File: config.mk
export PLATFORM = sky130hd
export DESIGN_NAME = uart_crlf_ring_buffers
export DESIGN_NICKNAME = d
export VERILOG_FILES = /design/src/design/ucrb_pkg.sv /design/src/design/ucrb_ram.sv /design/src/design/ucrb_ring.sv /design/src/design/uart_crlf_ring_buffers.sv
export SDC_FILE = /design/constraint.sdc
export NUM_CORES = 1
export LEC_CHECK = 0
export BUFFER_PORTS_ARGS = -buffer_cell sky130_fd_sc_hd__clkbuf_2
export CAP_MARGIN = 15
export CORE_ASPECT_RATIO = 0.5
export CORE_UTILIZATION = 45
export CTS_CLUSTER_DIAMETER = 200
export DETAILED_ROUTE_END_ITERATION = 8
export GPL_TIMING_DRIVEN = 0
export SETUP_SLACK_MARGIN = 0.02
export SYNTH_ARGS = -nofsm -noshare
export SYNTH_HDL_FRONTEND = slang
export SYNTH_HIERARCHICAL = 1
export SYNTH_SLANG_ARGS = --single-unit
File: constraint.sdc
create_clock -name i_clk -period 5.65 [get_ports i_clk]
set_input_delay 0.2825 -clock i_clk [delete_from_list [all_inputs] [get_ports i_clk]]
set_output_delay 0.2825 -clock i_clk [all_outputs]
set_load 0.01 [all_outputs]
File: src/design/ucrb_pkg.sv
// ----------------------------------------------------------------------------
// ucrb_pkg
// Shared types and constants for the buffered UART front end: request
// formats, action and status codes, line characters and ring status.
// ----------------------------------------------------------------------------
`default_nettype none

package ucrb_pkg;

    localparam int DATA_W = 8;
    localparam int LVL_W  = 6;

    // Action codes
    localparam logic [1:0] ACT_LINE_RX = 2'd0;
    localparam logic [1:0] ACT_HOST_WR = 2'd1;
    localparam logic [1:0] ACT_HOST_RD = 2'd2;
    localparam logic [1:0] ACT_TX_RDY  = 2'd3;

    // Status codes
    localparam logic [1:0] ST_DONE  = 2'd0;
    localparam logic [1:0] ST_FULL  = 2'd1;
    localparam logic [1:0] ST_EMPTY = 2'd2;

    localparam logic [DATA_W-1:0] CHAR_CR = 8'h0d;
    localparam logic [DATA_W-1:0] CHAR_LF = 8'h0a;

    typedef struct packed {
        logic [1:0]        action;
        logic [DATA_W-1:0] data_in;
    } t_in_req;

    typedef struct packed {
        logic [1:0]        status;
        logic [DATA_W-1:0] data_out;
        logic [LVL_W-1:0]  rx_level;
        logic [LVL_W-1:0]  tx_level;
        logic              rx_irq_enable;
        logic              tx_irq_enable;
    } t_out_req;

    typedef struct packed {
        logic             empty;
        logic             full;
        logic             room2;
        logic [LVL_W-1:0] level;
    } t_ring_stat;

    typedef enum logic [1:0] {
        S_IDLE,
        S_LF,
        S_RD,
        S_HOLD
    } t_state;

endpackage

`default_nettype wire

File: src/design/ucrb_ram.sv
// ----------------------------------------------------------------------------
// ucrb_ram
// Generic single-port-write, single-port-read RAM with registered read data.
// ----------------------------------------------------------------------------
`default_nettype none

module ucrb_ram #(
    parameter int WIDTH = 8,
    parameter int DEPTH = 64
) (
    input  wire logic                     i_clk,
    input  wire logic                     i_we,
    input  wire logic [$clog2(DEPTH)-1:0] i_waddr,
    input  wire logic [WIDTH-1:0]         i_wdata,
    input  wire logic                     i_re,
    input  wire logic [$clog2(DEPTH)-1:0] i_raddr,
    output logic      [WIDTH-1:0]         o_rdata
);

    logic [WIDTH-1:0] r_mem [DEPTH];
    logic [WIDTH-1:0] r_rdata;

    always_ff @(posedge i_clk) begin
        if (i_we) begin
            r_mem[i_waddr] <= i_wdata;
        end
        if (i_re) begin
            r_rdata <= r_mem[i_raddr];
        end
    end

    assign o_rdata = r_rdata;

endmodule

`default_nettype wire

File: src/design/ucrb_ring.sv
// ----------------------------------------------------------------------------
// ucrb_ring
// One byte ring: head and tail pointers around a RAM, one slot kept free.
// Reports status before and after this cycle's push or pop.
// ----------------------------------------------------------------------------
`default_nettype none

module ucrb_ring #(
    parameter int DEPTH = 64
) (
    input  wire logic                        i_clk,
    input  wire logic                        i_rst_n,
    input  wire logic                        i_push,
    input  wire logic [ucrb_pkg::DATA_W-1:0] i_push_data,
    input  wire logic                        i_pop,
    output logic      [ucrb_pkg::DATA_W-1:0] o_rd_data,
    output ucrb_pkg::t_ring_stat             o_stat_now,
    output ucrb_pkg::t_ring_stat             o_stat_next
);

    import ucrb_pkg::*;

    localparam int AW = $clog2(DEPTH);
    localparam logic [AW-1:0] LAST    = AW'(DEPTH - 1);
    localparam logic [AW:0]   DEPTH_E = (AW + 1)'(DEPTH);
    localparam logic [AW+1:0] DEPTH_W = (AW + 2)'(DEPTH);

    logic [AW-1:0] r_head, r_tail;
    logic [AW-1:0] n_head, n_tail;

    function automatic logic [AW-1:0] adv(input logic [AW-1:0] p);
        adv = (p == LAST) ? '0 : p + AW'(1);
    endfunction

    function automatic t_ring_stat stat_of(input logic [AW-1:0] h,
                                           input logic [AW-1:0] t);
        logic [AW:0]   diff;
        logic [AW-1:0] lvl;
        t_ring_stat    s;
        diff = {1'b0, t} - {1'b0, h};
        if (diff[AW]) begin
            diff = diff + DEPTH_E;
        end
        lvl     = diff[AW-1:0];
        s.empty = (h == t);
        s.full  = (adv(t) == h);
        s.room2 = (((AW + 2)'(lvl)) + (AW + 2)'(2)) < DEPTH_W;
        s.level = LVL_W'(lvl);
        stat_of = s;
    endfunction

    always_comb begin
        n_head = r_head;
        n_tail = r_tail;
        if (i_push) begin
            n_tail = adv(r_tail);
        end
        if (i_pop) begin
            n_head = adv(r_head);
        end
    end

    always_ff @(posedge i_clk) begin
        if (!i_rst_n) begin
            r_head <= '0;
            r_tail <= '0;
        end else begin
            r_head <= n_head;
            r_tail <= n_tail;
        end
    end

    assign o_stat_now  = stat_of(r_head, r_tail);
    assign o_stat_next = stat_of(n_head, n_tail);

    ucrb_ram #(
        .WIDTH(DATA_W),
        .DEPTH(DEPTH)
    ) u_ram (
        .i_clk   (i_clk),
        .i_we    (i_push),
        .i_waddr (r_tail),
        .i_wdata (i_push_data),
        .i_re    (i_pop),
        .i_raddr (r_head),
        .o_rdata (o_rd_data)
    );

endmodule

`default_nettype wire

File: src/design/uart_crlf_ring_buffers.sv
// ----------------------------------------------------------------------------
// uart_crlf_ring_buffers
// Buffered UART front end: a receive ring and a transmit ring in RAM.
//
// Input channel (i_in_valid / o_in_stall / i_in_req) carries one action per
// request: line byte received, host write, host read or transmitter ready.
// Output channel (o_out_valid / i_out_stall / o_out_req) returns exactly one
// result request per action: status, byte read or sent, both ring levels and
// the two interrupt enables, all as they stand after the action.
// Line byte, plain host write and any refused or empty action finish in
// S_IDLE; host read, transmitter tick and a LF write (which stores CR then
// LF through the one RAM write port) pass first through S_RD or S_LF.
// Throughput: one request per cycle for actions that finish in S_IDLE while
// the output does not stall; o_in_stall is high while an action is still in
// flight. A read waits in S_RD for the registered RAM read data.
// A finished result waits in the output register while the receiver stalls;
// a new request is still taken, and its result is parked in a holding
// register, after which input stalls until the output register drains.
// Reset (synchronous, active low) empties both rings and drops any result.
// Store contents are not cleared: only entries between head and tail are read.
// ----------------------------------------------------------------------------
`default_nettype none

module uart_crlf_ring_buffers #(
    parameter int RX_DEPTH = 64,
    parameter int TX_DEPTH = 64
) (
    input  wire logic               i_clk,
    input  wire logic               i_rst_n,
    input  wire logic               i_in_valid,
    output logic                    o_in_stall,
    input  wire ucrb_pkg::t_in_req  i_in_req,
    output logic                    o_out_valid,
    input  wire logic               i_out_stall,
    output ucrb_pkg::t_out_req      o_out_req
);

    import ucrb_pkg::*;

    t_state   r_state, n_state;
    t_out_req r_out, r_pend, res;
    logic     r_out_valid;
    logic     r_rd_rx;

    logic in_fire, out_free;
    logic fin, lf_start, rd_start;
    logic [1:0]        res_status;
    logic [DATA_W-1:0] res_data;

    logic              rx_push, rx_pop, tx_push, tx_pop;
    logic [DATA_W-1:0] tx_wdata;
    logic [DATA_W-1:0] rx_rd, tx_rd;
    t_ring_stat        rx_now, rx_next, tx_now, tx_next;

    // Take a request only when no earlier one is still in flight.
    assign o_in_stall = (r_state != S_IDLE);
    assign in_fire    = i_in_valid && !o_in_stall;
    // Output register can take a result this cycle.
    assign out_free   = !r_out_valid || !i_out_stall;

    // Decode the action, drive the rings and form the result.
    always_comb begin
        fin        = 1'b0;
        lf_start   = 1'b0;
        rd_start   = 1'b0;
        res_status = ST_DONE;
        res_data   = '0;
        rx_push    = 1'b0;
        rx_pop     = 1'b0;
        tx_push    = 1'b0;
        tx_pop     = 1'b0;
        tx_wdata   = i_in_req.data_in;
        case (r_state)
            S_IDLE: begin
                if (in_fire) begin
                    case (i_in_req.action)
                        ACT_LINE_RX: begin
                            fin = 1'b1;
                            if (rx_now.full) begin
                                res_status = ST_FULL;
                            end else begin
                                rx_push = 1'b1;
                            end
                        end
                        ACT_HOST_WR: begin
                            if (i_in_req.data_in == CHAR_LF) begin
                                // LF needs room for CR as well: refuse whole
                                if (!tx_now.room2) begin
                                    fin        = 1'b1;
                                    res_status = ST_FULL;
                                end else begin
                                    tx_push  = 1'b1;
                                    tx_wdata = CHAR_CR;
                                    lf_start = 1'b1;
                                end
                            end else begin
                                fin = 1'b1;
                                if (tx_now.full) begin
                                    res_status = ST_FULL;
                                end else begin
                                    tx_push = 1'b1;
                                end
                            end
                        end
                        ACT_HOST_RD: begin
                            if (rx_now.empty) begin
                                fin        = 1'b1;
                                res_status = ST_EMPTY;
                            end else begin
                                rx_pop   = 1'b1;
                                rd_start = 1'b1;
                            end
                        end
                        default: begin
                            if (tx_now.empty) begin
                                fin        = 1'b1;
                                res_status = ST_EMPTY;
                            end else begin
                                tx_pop   = 1'b1;
                                rd_start = 1'b1;
                            end
                        end
                    endcase
                end
            end
            S_LF: begin
                tx_push  = 1'b1;
                tx_wdata = CHAR_LF;
                fin      = 1'b1;
            end
            S_RD: begin
                fin = 1'b1;
                if (r_rd_rx) begin
                    // Host sees CR as LF
                    res_data = (rx_rd == CHAR_CR) ? CHAR_LF : rx_rd;
                end else begin
                    res_data = tx_rd;
                end
            end
            default: begin
            end
        endcase
    end

    always_comb begin
        res.status        = res_status;
        res.data_out      = res_data;
        res.rx_level      = rx_next.level;
        res.tx_level      = tx_next.level;
        res.rx_irq_enable = !rx_next.full;
        res.tx_irq_enable = !tx_next.empty;
    end

    // Next state
    always_comb begin
        n_state = r_state;
        case (r_state)
            S_IDLE: begin
                if (lf_start) begin
                    n_state = S_LF;
                end else if (rd_start) begin
                    n_state = S_RD;
                end else if (fin && !out_free) begin
                    n_state = S_HOLD;
                end
            end
            S_LF, S_RD: begin
                n_state = out_free ? S_IDLE : S_HOLD;
            end
            S_HOLD: begin
                if (out_free) begin
                    n_state = S_IDLE;
                end
            end
            default: begin
                n_state = S_IDLE;
            end
        endcase
    end

    always_ff @(posedge i_clk) begin
        if (!i_rst_n) begin
            r_state     <= S_IDLE;
            r_out_valid <= 1'b0;
        end else begin
            r_state <= n_state;
            if (fin && out_free) begin
                r_out_valid <= 1'b1;
            end else if (r_state == S_HOLD && out_free) begin
                r_out_valid <= 1'b1;
            end else if (!i_out_stall) begin
                r_out_valid <= 1'b0;
            end
        end
    end

    // Payload: advance result into the output register, or park it.
    always_ff @(posedge i_clk) begin
        if (fin && out_free) begin
            r_out <= res;
        end else if (r_state == S_HOLD && out_free) begin
            r_out <= r_pend;
        end
        if (fin && !out_free) begin
            r_pend <= res;
        end
        if (rd_start) begin
            r_rd_rx <= (i_in_req.action == ACT_HOST_RD);
        end
    end

    assign o_out_valid = r_out_valid;
    assign o_out_req   = r_out;

    ucrb_ring #(
        .DEPTH(RX_DEPTH)
    ) u_rx_ring (
        .i_clk       (i_clk),
        .i_rst_n     (i_rst_n),
        .i_push      (rx_push),
        .i_push_data (i_in_req.data_in),
        .i_pop       (rx_pop),
        .o_rd_data   (rx_rd),
        .o_stat_now  (rx_now),
        .o_stat_next (rx_next)
    );

    ucrb_ring #(
        .DEPTH(TX_DEPTH)
    ) u_tx_ring (
        .i_clk       (i_clk),
        .i_rst_n     (i_rst_n),
        .i_push      (tx_push),
        .i_push_data (tx_wdata),
        .i_pop       (tx_pop),
        .o_rd_data   (tx_rd),
        .o_stat_now  (tx_now),
        .o_stat_next (tx_next)
    );

endmodule

`default_nettype wire

==> out/summary.txt <==
Worst rel slew slack: 22.8%
Clk_lat worst skew: 0.70 ns
Worst path slowest cell: nor3_2
Hpwl dp: 74600 um
Crit path time final: 5.23 ns
Vias: 23400
Fmax: 0.191 GHz
Initial antenna violation count: 4
Largest net degree at the start of global routing: 46
Setup crit end kind: flop
Status: finished, final reports clean
DR vias/cell: 5.95
Mapped cell area: 45600 um2
Synth-to-Final Area Change: 12.2%
Die Y: 227 um
Clk buf depth: 3
Count of input and output buffers: 39
Internal Power: 14.0 mW
Sw Ratio: 23.4%
Drc violations: 0
Top cell family by delay on the critical path: simple AND/OR/NAND/NOR gates
Clk_skew: 0.0194 ns
Net Switching: 4.29 mW
Critical-path cell list: ha_1 > buf_6 > nand3_4 > or2_4 > nand3_1 > o21ai_0 > a2bb2oi_1 > o21ai_0 > and3_1 > nor3_2 > buf_2 > xor2_1 > o21ai_1 > inv_1 > ha_1 > o21ai_0 > a31oi_1 > or2_2 > o221ai_1 > nor4_1 > and3_1 > inv_1 > mux2_2
Starting DRT DRC Count: 2585
Gr usage total: 21.9%
Cell mode on critical path: o21ai_0
TNS Setup: 0 ns
Syn Inst Count: 2345
# rows: 82
WL final: 111000 um
Clock Sink Count: 1116
Sequential power share: 52.7%
Gate power share: 10.8%
Mapped Nets: 2390
Final nets: 2558
Vias in the first global route: 22700
Final Cycle Share: 92.6%
Leakage power figure: 15.7 nW
Avg WL per Cell: 28.2 um
IO Count: 40
TritonCTS Buffers: 100
Hold Path Class: input port to flop
Count of endpoints failing setup in the final report: 0
Critical Path AT: 5.68 ns
Share of layout cells above drive strength 1: 24.5%
Pwr/cell area: 358 nW/um2
Die W: 452 um
Pwr Total: 18.3 mW
VDD IR max: 0.236 mV
Die area: 103000 um2
Register-to-Register Path Depth: 23
First-pass GRT wire length: 161000 um
GRT overflow: 0
Critical path class: flop to flop
Count of maximum capacitance violations: 0
CP Launch Type: flop
Final Hold Vio Count: 0
Min-Delay Path Depth: 2
WP buf/inv: 4
Register clock-pin slew on the reported worst setup and hold paths: 0.06 ns
CTS tree: yes
Critical Path RT: 6.09 ns
TritonRoute pass-1 iters: 7
Routability cong.: 0.913
Syn_area_per_cell: 19.4 um2
Synth warn: 6
CP Depth: 23
Unrepaired setup endpoints after global routing: no
Worst Path Max Fanout: 10
H-tree levels: 3
Clk pwr share: 36.6%
Post-route ant nets: 0
Root Buffer: clkbuf_16
Max incr delay on CP: 0.57 ns
Starting density of the core: 45.5%
CORE AREA: 100000 um2
Max Slew Vio Count: 0
Worst-Margin Slew: 1.16 ns
## worst register-to-register path: cells and delay by family, from the launching register on
family                   cells  cell delay [ns]
multiplexers                 1             0.25
buffers and inverters        4             0.64
AO/OA/AOI/OAI                7             1.13
AND/OR/NAND/NOR              8             1.86
XOR/XNOR                     1             0.16
flip-flops                   1             0.51
adder cells (fa/ha/maj)      2             0.44
## cell type report
cell class,instances,area (um2)
fillers,7939,49100
flip-flops and latches,1116,33200
multi-input cells,1078,11500
clock buffers,121,2670
well taps,1344,1680
plain buffers,120,759
repair buffers,66,646
clock inverters,62,531
inverters,31,119
diodes,1,2.50
## sequential cells by signal, summed over array words and instances, names as in the netlist
signal and cells:
o_out_req 24, o_out_valid 1, r_pend 24, r_rd_rx 1, r_state 2, u_rx_ring/r_head 6
u_rx_ring/r_tail 6, u_rx_ring/u_ram/o_rdata 8, u_rx_ring/u_ram/r_mem 512, u_tx_ring/r_head 6, u_tx_ring/r_tail 6, u_tx_ring/u_ram/o_rdata 8
u_tx_ring/u_ram/r_mem 512
## repair_timing
action	CTS	global route
gates resized for setup	0	1
buffers inserted	0	0
hold buffers	3	0
hold endpoints to repair	8	0
endpoints found under the setup margin	0	3
## metrics by stage
step	cell area (um2)	setup slack (ns)	hold slack [ns]	cells	util, %
global route	51100	0.0551	0.0545	3939	51.0
global placement	47400	0.182	0.530	3728	47.3
CTS	51100	0.151	0.00951	3938	51.0
floorplan	45600	1.30	0.381	2345	-
finish	51100	0.416	0.0643	3939	51.0
detailed placement	47900	0.200	0.533	3752	47.8
## cell usage in the layout (no fill, tap or decap), types with 15 or more instances in the layout
cell and n:
edfxtp_1 1089, mux4_2 252, nor2_1 174, clkbuf_16 104, nand2_1 61, mux2i_1 56, clkbuf_1 56, nor2b_1 49
clkbuf_2 39, nand3_1 37, buf_4 31, mux2_2 30, buf_2 29, xnor2_1 29, inv_1 28, ha_1 28
dfxtp_1 27, nor3_1 23, clkinv_2 23, a21oi_1 21, mux2_4 20, clkinv_1 19, o221ai_1 18, buf_12 18
o22ai_1 17, xor2_1 16, and2_1 15, o21ai_0 15, buf_6 15, nand2b_1 15
## layer usage
metal	vias up	track usage (%)	wire, um
met4	0	5.24	2360
met2	941	34.7	52300
li1	9891	-	-
met5	-	0	0
met1	12400	31.8	47800
met3	157	3.90	8500
## final timing paths
path / start / slack, ns / to
worst max-delay path: u_rx_ring/r_tail[0] / 0.42 / o_out_req[1]
worst min-delay path: i_in_req[8] / 0.06 / r_rd_rx
worst max register to register: u_rx_ring/r_tail[0] / 0.42 / o_out_req[1]
worst min register to register: r_pend[7] / 0.55 / o_out_req[7]
## power by group through the flow
stage | logic [mW] | registers [mW] | clock network [mW]
2_1_floorplan | 1.16 | 9.85 | 0
3_3_place_gp | 1.83 | 9.86 | 0
3_5_place_dp | 1.98 | 9.82 | 0
4_1_cts | 1.99 | 9.64 | 6.83
5_1_grt | 2.13 | 9.65 | 7.16
6_report | 1.97 | 9.63 | 6.69
Power figures use the tool's default switching activity.
